### config.mk
export PLATFORM = sky130hd
export DESIGN_NAME = rmst_front
export DESIGN_NICKNAME = d
export VERILOG_FILES = /design/src/design/range_minimum_segment_tree_top_assert.svh /design/src/design/rmst_pkg.sv /design/src/design/rmst_front.sv
export SDC_FILE = /design/constraint.sdc
export NUM_CORES = 1
export LEC_CHECK = 0
export BUFFER_PORTS_ARGS = -buffer_cell sky130_fd_sc_hd__buf_2
export CAP_MARGIN = 5
export CORE_UTILIZATION = 45
export CTS_CLUSTER_SIZE = 30
export DETAILED_ROUTE_END_ITERATION = 8
export PLACE_DENSITY = 0.88
export SETUP_SLACK_MARGIN = 0.5
export SYNTH_ARGS = -nofsm -noshare
export SYNTH_HDL_FRONTEND = slang
export SYNTH_SLANG_ARGS = --single-unit
export TNS_END_PERCENT = 100
### constraint.sdc
create_clock -name clk -period 2.4 [get_ports clk]
set_input_delay 0.24 -clock clk [delete_from_list [all_inputs] [get_ports clk]]
set_output_delay 0.24 -clock clk [all_outputs]
set_load 0.1 [all_outputs]
### src/design/range_minimum_segment_tree_top_assert.svh
// Assertion macros of the range minimum segment tree RTL, used by rmst_back.
// Used by files that take this header with `include; needs no package.
`ifndef RANGE_MINIMUM_SEGMENT_TREE_TOP_ASSERT_SVH
`define RANGE_MINIMUM_SEGMENT_TREE_TOP_ASSERT_SVH

// same-cycle implication
`define RMST_ASSERT_IMPL(label, clk, rst_n, ante, cons, msg) \
	label: assert property (@(posedge clk) disable iff (!rst_n) (ante) |-> (cons)) \
		else $error(msg);

// next-cycle implication
`define RMST_ASSERT_NEXT(label, clk, rst_n, ante, cons, msg) \
	label: assert property (@(posedge clk) disable iff (!rst_n) (ante) |=> (cons)) \
		else $error(msg);

`endif

### src/design/rmst_pkg.sv
// Shared types and constants of the range minimum segment tree.
// No dependencies; imported by the front, the back, the top level and the testbench.
`default_nettype none

package rmst_pkg;

	localparam int CNT_W = 11;
	localparam int POS_W = 10;
	localparam int VAL_W = 32;

	localparam logic [CNT_W-1:0] CNT_RESET = 11'd1024;
	localparam logic signed [VAL_W-1:0] VAL_MAX = 32'sh7FFF_FFFF;
	localparam logic KIND_QUERY = 1'b1;

	typedef enum logic [1:0] {
		OP_UPDATE,
		OP_QUERY,
		OP_REPLY_ZERO,
		OP_REPLY_MAX
	} op_t;

	typedef struct packed {
		op_t  op;
		logic status;
	} item_ctl_t;

	localparam int CTL_W = $bits(item_ctl_t);

	typedef enum logic [2:0] {
		B_CLEAR,
		B_IDLE,
		B_UPD_LEAF,
		B_UPD_UP,
		B_QRY
	} back_state_t;

endpackage

`default_nettype wire

### src/design/rmst_front.sv
// Front part: element count register, leaf span search, item accept and
// classification into queue entries. Depends on rmst_pkg.
`default_nettype none

module rmst_front import rmst_pkg::*; #(
	parameter int LEAVES = 1024,
	localparam int LW = $clog2(LEAVES) + 1,
	localparam int UW = (LW > CNT_W) ? LW : CNT_W,
	localparam int QW = $clog2(LEAVES) + 2,
	localparam int ENTRY_W = CTL_W + 2 * QW + VAL_W
) (
	input  wire logic                    clk,
	input  wire logic                    arst_n,
	input  wire logic                    start,
	output logic                         busy,
	input  wire logic                    kind,
	input  wire logic [POS_W-1:0]        position,
	input  wire logic signed [VAL_W-1:0] new_value,
	input  wire logic [CNT_W-1:0]        range_begin,
	input  wire logic [CNT_W-1:0]        range_end,
	input  wire logic                    cfg_valid,
	output logic                         cfg_ready,
	input  wire logic [CNT_W-1:0]        cfg_data,
	input  wire logic                    clearing,
	input  wire logic                    q_full,
	output logic                         q_push,
	output logic [ENTRY_W-1:0]           q_data,
	output logic                         clr_req
);

	logic [CNT_W-1:0] count_q;
	logic [UW-1:0]    span_q;
	logic             span_run_q;
	logic [UW-1:0]    used;
	logic             pos_bad;
	logic             bound_bad;
	logic             empty_rng;
	item_ctl_t        ctl;
	logic [QW-1:0]    idx_a;
	logic [QW-1:0]    idx_b;

	assign cfg_ready = 1'b1;
	assign clr_req   = cfg_valid && cfg_ready;
	assign busy      = span_run_q || clearing || q_full;
	assign q_push    = start && !busy;

	assign used = (UW'(count_q) > UW'(LEAVES)) ? UW'(LEAVES) : UW'(count_q);

	always_ff @(posedge clk or negedge arst_n) begin
		if (!arst_n) begin
			count_q    <= CNT_RESET;
			span_q     <= UW'(1);
			span_run_q <= 1'b1;
		end else if (clr_req) begin
			count_q    <= cfg_data;
			span_q     <= UW'(1);
			span_run_q <= 1'b1;
		end else if (span_run_q) begin
			if (span_q < used) begin
				span_q <= span_q << 1;
			end else begin
				span_run_q <= 1'b0;
			end
		end
	end

	assign pos_bad   = (UW'(position) >= used);
	assign bound_bad = (UW'(range_begin) > used) || (UW'(range_end) > used);
	assign empty_rng = (range_begin >= range_end);

	always_comb begin
		if (kind == KIND_QUERY) begin
			ctl.status = bound_bad;
			if (bound_bad || empty_rng) begin
				ctl.op = OP_REPLY_MAX;
			end else begin
				ctl.op = OP_QUERY;
			end
			idx_a = QW'(range_begin) + QW'(span_q);
			idx_b = QW'(range_end) + QW'(span_q);
		end else begin
			ctl.status = pos_bad;
			ctl.op     = pos_bad ? OP_REPLY_ZERO : OP_UPDATE;
			idx_a      = QW'(position) + QW'(span_q);
			idx_b      = '0;
		end
	end

	assign q_data = {ctl, idx_a, idx_b, new_value};

endmodule

`default_nettype wire

==> metrics.md <==
| Metric | Value |
|---|---|
| Tcrit/Tclk final | `119%` |
| CP Capture Type | `primary output` |
| Peak VDD IR | `460 uV` |
| IO buf count | `79` |
| Clock Latency Late Sink | `0.25 ns` |
| RR Startpoint | `count_q[10]$_DFFE_PN1P_` |
| Die Span X | `90.4 um` |
| RSZ-0062 raised after global routing | `yes` |
| Sequential cell area fraction in the yosys report | `16.5%` |
| Max cap viols | `0` |
| Clock Skews | `0.00299 ns` |
| Routed len/inst | `19.9 um` |
| Hold EP | `count_q[6]$_DFFE_PN0P_` |
| Vias per cell | `5.86` |
| Number of global-route vias before repair | `3768` |
| P_leak | `2.57 nW` |
| Max Fclk | `349 MHz` |
| Routability Congestion | `0.920` |
| Number of flops mapped to enable cells by yosys | `0` |
| 1st-pass router iterations | `6` |
| Power density cells | `453 nW/um^2` |
| Post-route setup slack | `-0.464 ns` |
| Share of layout cells above drive strength 1 | `54.9%` |
| Initial antenna violation count | `1` |
| Setup-failing EPs final | `13` |
| CTS clk-pin slew, worst paths | `0.07 ns` |
| Placed inst area | `5070 um^2` |
| Chip Height | `90.4 um` |
| CTS HTree Levels | `1` |
| Post-synthesis compound-gate area fraction | `16.8%` |
| Syn_nets | `563` |
| Slew Viols, Final | `0` |
| Yosys reg bits | `23` |
| Residual DRC count | `0` |
| Final hold vios | `0` |
| TritonCTS Buffers | `3` |
| Synth Warn # | `0` |
| Worst hold path type | `primary input to register` |
| CTS Sinks | `23` |
| Filler Cells Inserted | `439` |
| Largest net degree at the start of global routing | `27` |
| Commonest cells after routing, fill and taps aside | `53 x ha_1, 53 x buf_2, 46 x buf_4, 25 x buf_12, 21 x ha_4` |
| Vias | `3584` |
| Critical Path AT | `2.62 ns` |
| Detailed Route Iter0 Violations | `145` |
| Post-DP HPWL | `8520 um` |
| Gate Count Post-Synth | `404` |
| WL final | `12200 um` |
| Startpoint Class | `register` |
| Worst Path Required | `2.16 ns` |
| Reg2Reg Setup Slack | `0.07 ns` |
| Hold_sp | `cfg_data[6]` |
| Core ar. | `7410 um^2` |
| Post-Synth Simple-Gate Area | `15.4%` |
| Mux share of post-synthesis cell area | `9.18%` |
| Worst Tran Pin Value | `0.514 ns` |
| Total GRT Usage | `27.5%` |
| Combinational family with the most area after synthesis | `adder cells` |
| Violated checks | `setup timing` |
| Headroom to the max-slew limit | `66.0%` |
| Antenna Nets Post-Route | `0` |
| Finished Cell Area | `5710 um^2` |
| Worst setup path start | `count_q[10]$_DFFE_PN1P_` |
| Worst Reg2Reg Path Length in Cells | `11` |
| Unique masters post-synth | `55` |
| Gr ovfl total | `0` |
| Worst-case clock buffer depth | `2` |
| Status | `finished with violations` |
| Clock Tree Root | `clkbuf_8` |
| Synth Flop Type | `dfrtp_1` |
| Async SR Flop Fraction | `100%` |
| Crit-path max FO | `3` |
| Hold path depth | `2` |
| Area delta synth->final | `62.4%` |
| Ports | `145` |
| Adder-cell share of the synthesized area | `27.8%` |
| Critical path class | `register to primary output` |
| Tot Pwr | `0.00259 W` |
| XOR/XNOR Fraction of Synth Area | `2.99%` |
| Syn Area/Cell | `8.70 um^2` |
| Final Net Count | `672` |
| Starting Density | `47.5%` |
| First-pass GRT wire length | `18100 um` |
| Worst R2R End | `span_q[8]$_DFFE_PN0P_` |
| Die ar. | `8170 um^2` |
| # rows | `31` |
| CTS tree | `yes` |
| Final worst path period need | `2.86 ns` |
| Mapped Area | `3520 um^2` |
per-stage QoR:
step	instances	worst slack (ns)	setup TNS [ns]	hold slack [ns]	util [%]
finish	612	-0.464	-3.59	0.214	77.1
detailed placement	590	-0.232	-1.33	0.232	68.4
floorplan	404	-0.777	-3.41	-0.0556	-
CTS	604	-0.440	-2.86	0.202	74.4
global route	612	-0.546	-4.71	0.211	77.1
global placement	590	-0.217	-0.999	0.224	68.4
worst max-delay path, stage by stage, from the launching register on:
cell	delay [ns]
dfstp_2	0.59
and2b_2	0.28
ha_4	0.22
nand2b_4	0.15
a211oi_4	0.31
o31ai_4	0.10
a221oi_2	0.34
a32oi_4	0.18
buf_12	0.19
flip-flops by register name, summed over array words and instances (netlist names):
register    count
span_run_q      1
span_q         11
count_q        11
worst max-delay path by stage:
stage / to / slack (ns) / cells past startpoint
floorplan: q_data[54] / -0.78 / 12
global placement: q_data[58] / -0.22 / 10
detailed placement: q_data[58] / -0.23 / 9
CTS: q_data[58] / -0.44 / 9
global route: q_data[58] / -0.55 / 8
finish: q_data[58] / -0.46 / 8
power breakdown:
group | internal, W | switching (W) | total, W | leakage (nW)
Sequential | 0.000418 | 0.0000436 | 0.000461 | 0.283
Clock | 0.000118 | 0.000108 | 0.000226 | 0.0228
Combinational | 0.000806 | 0.00109 | 0.00190 | 2.26
Total | 0.00134 | 0.00125 | 0.00259 | 2.57
cells by family after synthesis:
logic type	Yosys count
flops	23
fa+ha+maj	77
xor+xnor	12
simple gates	107
buf+inv	65
compound gates	89
mux	30
other cells	1
synthesized netlist by cell type, types with 3 or more instances:
library cell  number  share of area [%]
a211oi_1           6                1.3
mux2_2            18                5.8
nor3_1             7                1.0
ha_1              75                 27
xor2_1             5                1.2
o21ai_0           24                3.4
a21o_1             4               0.85
dfstp_2            3                2.2
o21a_1             7                1.5
buf_4             36                7.7
xnor2_1            7                1.7
and2_1             3               0.53
mux2i_1           12                3.4
inv_1             23                2.5
nand3b_1           3               0.64
nor2b_1            4               0.71
nand3_1            5               0.71
nor2_1            23                2.5
nand4_1            5               0.89
a21oi_1           25                3.6
nand2_1           29                3.1
nand2b_1          15                2.7
o211ai_1           4               0.85
clkbuf_1           3               0.32
nor4_1             4               0.71
dfrtp_1           20                 14
cell type report:
cell class,instances,area [um^2],area share (%)
inverter,24,98.8,1.73
multi-input combinational,316,3500,61.3
tap,99,124,2.17
antenna,1,2.50,0.0438
timing repair buffer,145,1360,23.8
clock buffer,4,45.0,0.789
sequential,23,582,10.2
what timing repair did:
| item | in CTS | in global routing |
|---|---|---|
| hold endpoints to repair | 20 | 0 |
| setup endpoints to repair | 36 | 36 |
| gates resized for setup | 62 | 29 |
| buffers inserted | 9 | 7 |
| hold buffers | 1 | 0 |
| pin swaps | 30 | 22 |
routing by layer:
layer | part of all wire (%) | GRT usage [%] | vias to the layer above
li1 | - | - | 1639
met1 | 39 | 31.5 | 1698
met2 | 50 | 50.3 | 174
met3 | 6.0 | 3.45 | 73
met4 | 5.1 | 13.2 | 0
met5 | 0 | 0 | -
(Power assumes the default switching activity.)
