## src/design/range_minimum_segment_tree_top_assert.svh

```systemverilog
// Assertion macros of the range minimum segment tree RTL, used by rmst_back.
// Used by files that take this header with `include; needs no package.
`ifndef RANGE_MINIMUM_SEGMENT_TREE_TOP_ASSERT_SVH
`define RANGE_MINIMUM_SEGMENT_TREE_TOP_ASSERT_SVH

// same-cycle implication
`define RMST_ASSERT_IMPL(label, clk, rst_n, ante, cons, msg) \
	label: assert property (@(posedge clk) disable iff (!rst_n) (ante) |-> (cons)) \
		else $error(msg);

// next-cycle implication
`define RMST_ASSERT_NEXT(label, clk, rst_n, ante, cons, msg) \
	label: assert property (@(posedge clk) disable iff (!rst_n) (ante) |=> (cons)) \
		else $error(msg);

`endif

```

## src/design/rmst_fifo.sv

```systemverilog
// Short item queue between the front and back parts of the tree.
// Depends on nothing; width and depth come from parameters.
`default_nettype none

module rmst_fifo #(
	parameter int W = 8,
	parameter int DEPTH = 2,
	localparam int AW = $clog2(DEPTH)
) (
	input  wire logic         clk,
	input  wire logic         arst_n,
	input  wire logic         push,
	input  wire logic [W-1:0] wdata,
	output logic              full,
	input  wire logic         pop,
	output logic [W-1:0]      rdata,
	output logic              empty
);

	logic [W-1:0]  entries_q [DEPTH];
	logic [AW-1:0] wr_q;
	logic [AW-1:0] rd_q;
	logic [AW:0]   cnt_q;

	assign full  = (cnt_q == (AW+1)'(DEPTH));
	assign empty = (cnt_q == '0);
	assign rdata = entries_q[rd_q];

	always_ff @(posedge clk) begin
		if (push) begin
			entries_q[wr_q] <= wdata;
		end
	end

	always_ff @(posedge clk or negedge arst_n) begin
		if (!arst_n) begin
			wr_q  <= '0;
			rd_q  <= '0;
			cnt_q <= '0;
		end else begin
			if (push) begin
				wr_q <= (wr_q == AW'(DEPTH - 1)) ? '0 : wr_q + AW'(1);
			end
			if (pop) begin
				rd_q <= (rd_q == AW'(DEPTH - 1)) ? '0 : rd_q + AW'(1);
			end
			if (push && !pop) begin
				cnt_q <= cnt_q + (AW+1)'(1);
			end else if (pop && !push) begin
				cnt_q <= cnt_q - (AW+1)'(1);
			end
		end
	end

endmodule

`default_nettype wire

```

## config.mk

```make
export PLATFORM = sky130hd
export DESIGN_NAME = rmst_fifo
export DESIGN_NICKNAME = d
export VERILOG_FILES = /design/src/design/range_minimum_segment_tree_top_assert.svh /design/src/design/rmst_fifo.sv
export SDC_FILE = /design/constraint.sdc
export NUM_CORES = 1
export LEC_CHECK = 0
export CAP_MARGIN = 20
export CORE_MARGIN = 5
export CORE_UTILIZATION = 40
export DETAILED_ROUTE_END_ITERATION = 12
export DONT_BUFFER_PORTS = 1
export GPL_TIMING_DRIVEN = 0
export PLACE_DENSITY = 0.6
export SETUP_SLACK_MARGIN = 0.15
export SKIP_CTS_REPAIR_TIMING = 1
export SLEW_MARGIN = 20
export SYNTH_ARGS = -nofsm -noshare
export SYNTH_HDL_FRONTEND = slang
export SYNTH_SLANG_ARGS = --single-unit
```

## constraint.sdc

```tcl
create_clock -name clk -period 1.5 [get_ports clk]
set_clock_uncertainty 0.15 [all_clocks]
set_input_delay 0.15 -clock clk [delete_from_list [all_inputs] [get_ports clk]]
set_output_delay 0.15 -clock clk [all_outputs]
set_load 0.02 [all_outputs]
```

==> results.txt, run 1 <==
For the antenna diode count, the log shows 0. The reg-to-reg endpoint was cnt_q[1]. 22 I/O pins were placed. The die is 53.9 um tall.

The origin of the critical flop-to-flop path is cnt_q[0]. The congestion estimate from routability-driven global placement came to 0.623. The first global-routing pass estimated 1880 um of wire. The critical path is of the reg2out type. In this run the worst hold path is classified as in2reg. Minimum setup slack among reg-to-reg paths: 0.30 ns.

The post-detailed-route wirelength per cell is 14.5 um, and the synthesized area per cell is 18.8 um^2. Port buffering added 0 buffers. The most used flip-flop cell after synthesis was sky130_fd_sc_hd__edfxtp_1. The count of pins over their slew limit came out at 0. For this design, the slowest cell found on the critical path is sky130_fd_sc_hd__dfrtp_1.

For the count of yosys warnings during synthesis, the log shows 0. Setup violations remaining at the end of the flow were counted as 0. Via density per instance: 4.73. The tools report the type of origin of the critical path as a flip-flop. The area fraction of the dominant cell type after synthesis was 0.623. The fraction of final layout cells with drive strength greater than 1 is 0.350. The die covers 2900 um^2. By area the synthesized netlist is led by sky130_fd_sc_hd__edfxtp_1, sky130_fd_sc_hd__dfrtp_1, sky130_fd_sc_hd__mux2_2. The die extent in x was 53.9 um.

The run finished with clean final reports. The design internal power was 1.23 mW. The run gives 0.165 as the proportion of power drawn by the clock network. The clock net in this run drives a total of 20 sinks.

Compared with the post-synthesis result, the final layout area differs by 32.8%. After floorplanning, the core was divided into 15 placement rows. The maximum number of buffers from clock root to sink came out at 2.

The core region is 1780 um^2. Setup repair after global routing could not meet its margin everywhere. Before antenna repair, the detailed router went through 3 iterations.

The signal on the critical path passes through buf_6 > mux2_4. The gate count of the mapped netlist was 41; the switching power summed over all nets was 592 uW. The slew at the pin closest to its max-slew limit came out at 0.247 ns. Switching share of power: 0.324.

By count the netlist is led by sky130_fd_sc_hd__edfxtp_1, sky130_fd_sc_hd__mux2_2, sky130_fd_sc_hd__dfrtp_1, sky130_fd_sc_hd__xor2_1, sky130_fd_sc_hd__nor2_1. Clock latency on the worst-skew pair, taken at its later pin, is 0.28 ns. The synthesized net count is 54. Wires add up to 1230 um. The share of the cycle needed by the critical path after routing is 0.978, and the post-synthesis register bit count is 20.

Leaving out filler cells and counting taps, the final layout contains 85. After detailed routing, the number of remaining DRC violations is 0. The synthesized design contains 16 enable-type register cells.

Power density of the placed cells: 1780 nW/um^2. The analysis attributes to cell leakage a power of 0.407 nW. The total global routing track utilization was 0.0940; the maximum cell stage delay along the critical path was 0.39 ns. The via count of the first global-routing pass was 381; the data required time at the worst endpoint was 1.20 ns. The worst path needs 1.47 ns of the cycle, external delays included.

The routed layout has 402 vias. The async set or reset register ratio after synthesis was 0.200. On the final layout, the worst hold slack is 0.0251 ns. The tools report the sequential cell area fraction in the yosys report as 0.753. The run gives 12 as the largest net degree at the start of global routing.

For this block, the initial DRC count from the detailed router was 4. VDD sags by at most 0.000925 V. The tools report the critical path data arrival time as 1.17 ns. The initial antenna violation count was 0. Worst setup path startpoint: rd_q. The synthesized design spends more area on one cell type than any other, namely sky130_fd_sc_hd__edfxtp_1. Clock-pin slew was measured on the worst setup and hold paths at 0.11 ns. The maximum fanout along the worst path was 9; the instance count after placement with tap cells included was 66. The initial core utilization was 0.432; the total of fill cells in the finished design was 149. Worst slew margin relative to its limit: 0.835. The share of total power in combinational logic was 0.379. The depth of the worst register-to-register path is 4. sky130_fd_sc_hd__edfxtp_1 is the most common cell in the netlist. In this run, CTS created clock tree buffers numbering 3. The hold violation total from the final report is 0, and the count of cell types in the netlist is 12.

For the max-cap check violation count, the log shows 0. TritonCTS built the clock tree. STA classifies the critical path endpoint as an output port. The level count of the clock H-tree is 1, and the synthesized cell area is 771 um^2. The worst setup path endpoint is rdata[6]. Summed over all layers, the global routing overflow is 0.

The upper clock frequency limit is 0.682 GHz, and the number of nets in the layout is 74. Clock tree synthesis selected as its root buffer the cell sky130_fd_sc_hd__clkbuf_4. In this run the remaining antenna-violating nets after routing total 0. The sequential power share was 0.457.
[cell families (layout without fill, tap and decap cells)]
group         Yosys count  after routing  synth area share
fa+ha+maj               1              1            0.0162
simple gates            5              5            0.0374
flops                  20             20             0.753
xor+xnor                5              5            0.0568
buf+inv                 2             21            0.0195
mux                     8              8             0.117
[stage by stage]
stage	utilization	total power [mW]	area (um^2)	TNS, ns	setup WS (ns)
3_5_place_dp	0.450	1.35	802	-0.190	-0.0238
3_3_place_gp	0.450	1.33	802	0	0.0456
6_report	0.574	1.82	1020	0	0.0333
5_1_grt	0.574	1.92	1020	-0.0915	-0.0139
2_1_floorplan	-	1.27	771	0	0.188
4_1_cts	0.470	1.65	838	-0.308	-0.0365
[layout by cell type (no fill, tap or decap)]
| cell | count |
|---|---|
| sky130_fd_sc_hd__buf_4 | 3 |
| sky130_fd_sc_hd__and2_2 | 1 |
| sky130_fd_sc_hd__dfrtp_2 | 1 |
| sky130_fd_sc_hd__edfxtp_1 | 16 |
| sky130_fd_sc_hd__buf_6 | 1 |
| sky130_fd_sc_hd__clkbuf_4 | 3 |
| sky130_fd_sc_hd__dlygate4sd3_1 | 12 |
| sky130_fd_sc_hd__clkbuf_8 | 1 |
| sky130_fd_sc_hd__ha_1 | 1 |
| sky130_fd_sc_hd__inv_1 | 1 |
| sky130_fd_sc_hd__nor2_2 | 1 |
| sky130_fd_sc_hd__nor2_1 | 1 |
| sky130_fd_sc_hd__mux2_4 | 8 |
| sky130_fd_sc_hd__nor2b_4 | 1 |
| sky130_fd_sc_hd__and2b_2 | 1 |
| sky130_fd_sc_hd__dfrtp_1 | 3 |
| sky130_fd_sc_hd__xor2_1 | 4 |
| sky130_fd_sc_hd__xnor2_1 | 1 |
[metal layers]
metal | vias to the layer above | routed length, um | global-route usage
met5 | - | 0 | 0
met3 | 0 | 59 | 0.0277
li1 | 187 | - | -
met1 | 204 | 468 | 0.105
met4 | 0 | 0 | 0.0383
met2 | 11 | 704 | 0.165
[area by class of cell]
type                            instances  area [um^2]  area share
Timing Repair Buffer                   15          143       0.139
Clock buffer                            4         36.3      0.0355
Inverter                                1         3.75     0.00367
Tap cell                               25         31.3      0.0306
Buffer                                  1         11.3      0.0110
Multi-Input combinational cell         19          216       0.211
Sequential cell                        20          582       0.568
[worst min-delay path by stage]
| stage | start | endpoint | slack [ns] | depth (start not counted) |
|---|---|---|---|---|
| 3_5_place_dp | arst_n | rd_q | -0.30 | 0 |
| 3_3_place_gp | arst_n | rd_q | -0.30 | 0 |
| 2_1_floorplan | arst_n | cnt_q[0] | -0.30 | 0 |
| 6_report | push | entries_q[0][2] | 0.03 | 1 |
| 4_1_cts | arst_n | wr_q | -0.62 | 0 |
| 5_1_grt | push | entries_q[0][2] | 0.01 | 1 |
[registers in the layout, summed over array words and instances (netlist names)]
name,flops
cnt_q,2
rd_q,1
entries_q,16
wr_q,1
[critical path, delay by kind of cell (launching register included)]
| kind | cells | cell delay, ns |
|---|---|---|
| buf+inv | 1 | 0.15 |
| mux | 1 | 0.34 |
| flops | 1 | 0.39 |
[power by group through the flow]
stage          clock (mW)  combinational, mW  sequential [mW]
3_5_place_dp            0              0.520            0.834
4_1_cts             0.306              0.524            0.821
6_report            0.300              0.691            0.832
5_1_grt             0.332              0.736            0.849
3_3_place_gp            0              0.509            0.823
2_1_floorplan           0              0.457            0.815
Note: power is estimated with default switching activity, not from simulation.
==> inputs of run 2 (changes only) <==
Settings changed: CORE_UTILIZATION 40 to 55, PLACE_DENSITY 0.6 to 0.7.
==> run 2 against run 1 <==
Effect of this change:
- critical endpoint is now rdata[5]
- global-route usage rose by 1.9 points
- worst hold slack lost 0.038 ns
- largest power group unchanged
- the flow now finishes with violations (hold timing)
- design area down 6.1%
==> results.txt, run 2 (synthesis gave the netlist of run 1 again) <==
The number of nets in the layout was 73 (-1.4%); the total power was 1.66 mW (-8.8%). The signed area change from the synthesized netlist to the final layout works out to 24.7%. For the global placement routability congestion, the log shows 0.722 (+16%).

The clock root buffer master is sky130_fd_sc_hd__clkbuf_4. The run gives 1320 um^2 (-26%) as the standard cell core area. The worst slew margin relative to its limit was 0.742 (-0.0931); the met1 wire length was 461 um (-1.5%). The run gives 0 (unchanged) as the count of pins over their slew limit. The run gives 341 (-10%) as the via count of the first global-routing pass. The worst-skew pair later-pin latency was 0.28 ns (about the same); the fraction of final layout cells with drive strength greater than 1 was 0.305 (-0.0449). The count of buffering cells on the critical path with inverters included was 1 (unchanged).

The family with the most delay on the worst path is multiplexers. Highest signal layer in the routed design: met4. In the final layout, the registers with the most flip-flops are entries_q (16), cnt_q (2). The tools report the initial antenna violation count as 0 (unchanged). The level count of the clock H-tree came out at 1 (unchanged). The run gives 790 um^2 (-1.6%) as the standard cell area after detailed placement.

In this run the worst hold path is classified as in2reg. The startpoint identified for the worst register-to-register timing path is wr_q. The hold path depth works out to 3 (+2). In this run the most critical hold path is launched from pop. The number of port buffers is 0 (unchanged), and the area of all placed cells without fillers is 961 um^2 (-6.1%). The tools report the total die area as 2250 um^2 (-23%). The top cell types in the final layout, fill and taps aside, are sky130_fd_sc_hd__edfxtp_1, sky130_fd_sc_hd__dlygate4sd3_1, sky130_fd_sc_hd__mux2_2. The critical path data arrival time is 1.18 ns (about the same), and the slew at the pin closest to its max-slew limit is 0.385 ns (+0.138 ns).

Detailed-route wire length: 1200 um (-2.4%). Once detailed placement completed, the half-perimeter wirelength came to 797 um. The post-CTS clock slew at the launch and capture registers of the worst setup and hold paths works out to 0.10 ns (about the same).

Flip-flop count of the largest register after layout: 16 (unchanged). The run gives 0.23 ns (-0.07 ns) as the minimum setup slack among reg-to-reg paths. The tools report the setup violation total in the final timing report as 0 (unchanged). The post-detailed-route wirelength per cell works out to 16.3 um (+12%). The antenna diode count was 0 (unchanged); the clock net sink count was 20 (unchanged). Walking the worst path, the cells encountered are buf_6 > mux2_2. The maximum fanout along the worst path was 9 (unchanged). The largest net degree at the start of global routing was 12 (unchanged); the reported leakage power was 0.363 nW (-11%). The height of the chip came out at 47.4 um (-12%). The depth of the worst register-to-register path came out at 1 (-3). entries_q holds more flip-flops than any other register. The run gives 0 (unchanged) as the max-cap check violation count. The share of the cycle needed by the critical path after routing works out to 0.989 (+0.0114).

TritonCTS built the clock tree. The flow ran to the end, but the final reports show violations. The die extent in x was 47.4 um (-12%); the total global routing overflow was 0 (unchanged). The final critical delay including setup and external delays is 1.48 ns (+0.0171 ns). Number of placed I/O pins: 22 (unchanged). STA classifies the critical path startpoint as a flip-flop.

The total global routing track utilization is 0.113 (+0.0189). The maximum cell stage delay along the critical path works out to 0.40 ns (about the same). Setup repair after global routing could not meet its margin everywhere. The most common cell after layout, fill and taps aside is sky130_fd_sc_hd__edfxtp_1.

The critical path in this run is classified as reg2out. For the number of detailed-routing iterations run before antenna repair, the log shows 2 (-1). The via density per instance is 5.31 (+12%), and the total vias in the final route is 393 (-2.2%).

The tools report the maximum number of buffers from clock root to sink as 2 (unchanged). The worst hold slack across all endpoints is -0.0129 ns (-0.0381 ns), and the number of rows in the core area is 13 (-2). For the number of buffers created by CTS, the log shows 3 (unchanged). The checks that failed: hold timing.

For the detailed-route DRC error count, the log shows 0 (unchanged). End of the worst hold path: cnt_q[0]. The first-pass GRT wire length came out at 1600 um (-15%). The slowest stage of the critical path is the sky130_fd_sc_hd__mux2_2 cell. The worst setup path is captured at an output port. The post-detailed-route count of antenna-violating nets came out at 0 (unchanged). The tools report the hold violation total from the final report as 1 (+1). The number of design-rule violations left by the first detailed-router iteration came out at 8 (+4).

The tools report the met2 wirelength from detailed routing as 643 um (-8.7%). The upper clock frequency limit was 0.674 GHz (-1.2%); the data required time at the worst endpoint was 1.20 ns (about the same). The power density of the placed cells is 1730 nW/um^2 (-2.9%), and the worst vdd rail ir drop is 0.00112 V (+21%).

The reg-to-reg endpoint is entries_q[0][1]. The initial core utilization is 0.585 (+0.153), and the total length of routed met3 wires is 94 um (+59%).
## run 2: worst max-delay path by stage
stage | from | cells after the start | slack (ns) | end
6_report | rd_q | 2 | 0.02 | rdata[5]
5_1_grt | rd_q | 2 | -0.03 | rdata[0]
4_1_cts | wr_q | 1 | -0.009 | entries_q[0][1]
3_5_place_dp | wr_q | 1 | 0.003 | entries_q[0][0]
3_3_place_gp | wr_q | 1 | 0.05 | entries_q[0][1]
2_1_floorplan | wr_q | 1 | 0.19 | entries_q[0][0]
## run 2: routing by layer
| metal | GRT usage | vias to the layer above |
|---|---|---|
| li1 | - | 187 |
| met5 | 0 | - |
| met3 | 0.0602 | 2 |
| met2 | 0.176 | 12 |
| met1 | 0.121 | 192 |
| met4 | 0.0663 | 0 |
## run 2: layout make-up
| type | instances | area, um^2 |
|---|---|---|
| fill | 75 | 357 |
| clock inverter | 1 | 3.75 |
| timing repair buffer | 14 | 135 |
| inverter | 1 | 3.75 |
| buffer | 1 | 11.3 |
| clock buffer | 3 | 22.5 |
| multi-input combinational | 19 | 185 |
| tap | 15 | 18.8 |
| sequential | 20 | 581 |
## run 2: worst min-delay path: cells and delay by family
kind / cells / cell delay, ns
fa+ha+maj: 1 / 0.14
xor+xnor: 1 / 0.07
buf+inv: 1 / 0.03
## run 2: stage by stage
step / setup TNS (ns) / setup WS, ns / hold WS [ns] / cells / utilization
2_1_floorplan: 0 / 0.188 / -0.296 / 41 / -
3_3_place_gp: 0 / 0.0458 / -0.295 / 56 / 0.599
3_5_place_dp: 0 / 0.00264 / -0.295 / 56 / 0.599
4_1_cts: -0.0574 / -0.00870 / -0.623 / 60 / 0.619
5_1_grt: -0.220 / -0.0337 / 0.00728 / 74 / 0.729
6_report: 0 / 0.0162 / -0.0129 / 74 / 0.729
## run 2: power breakdown
group	switching [mW]	total [mW]	internal [mW]
clock network	0.142	0.239	0.0967
logic	0.343	0.601	0.257
registers	0.0688	0.823	0.754
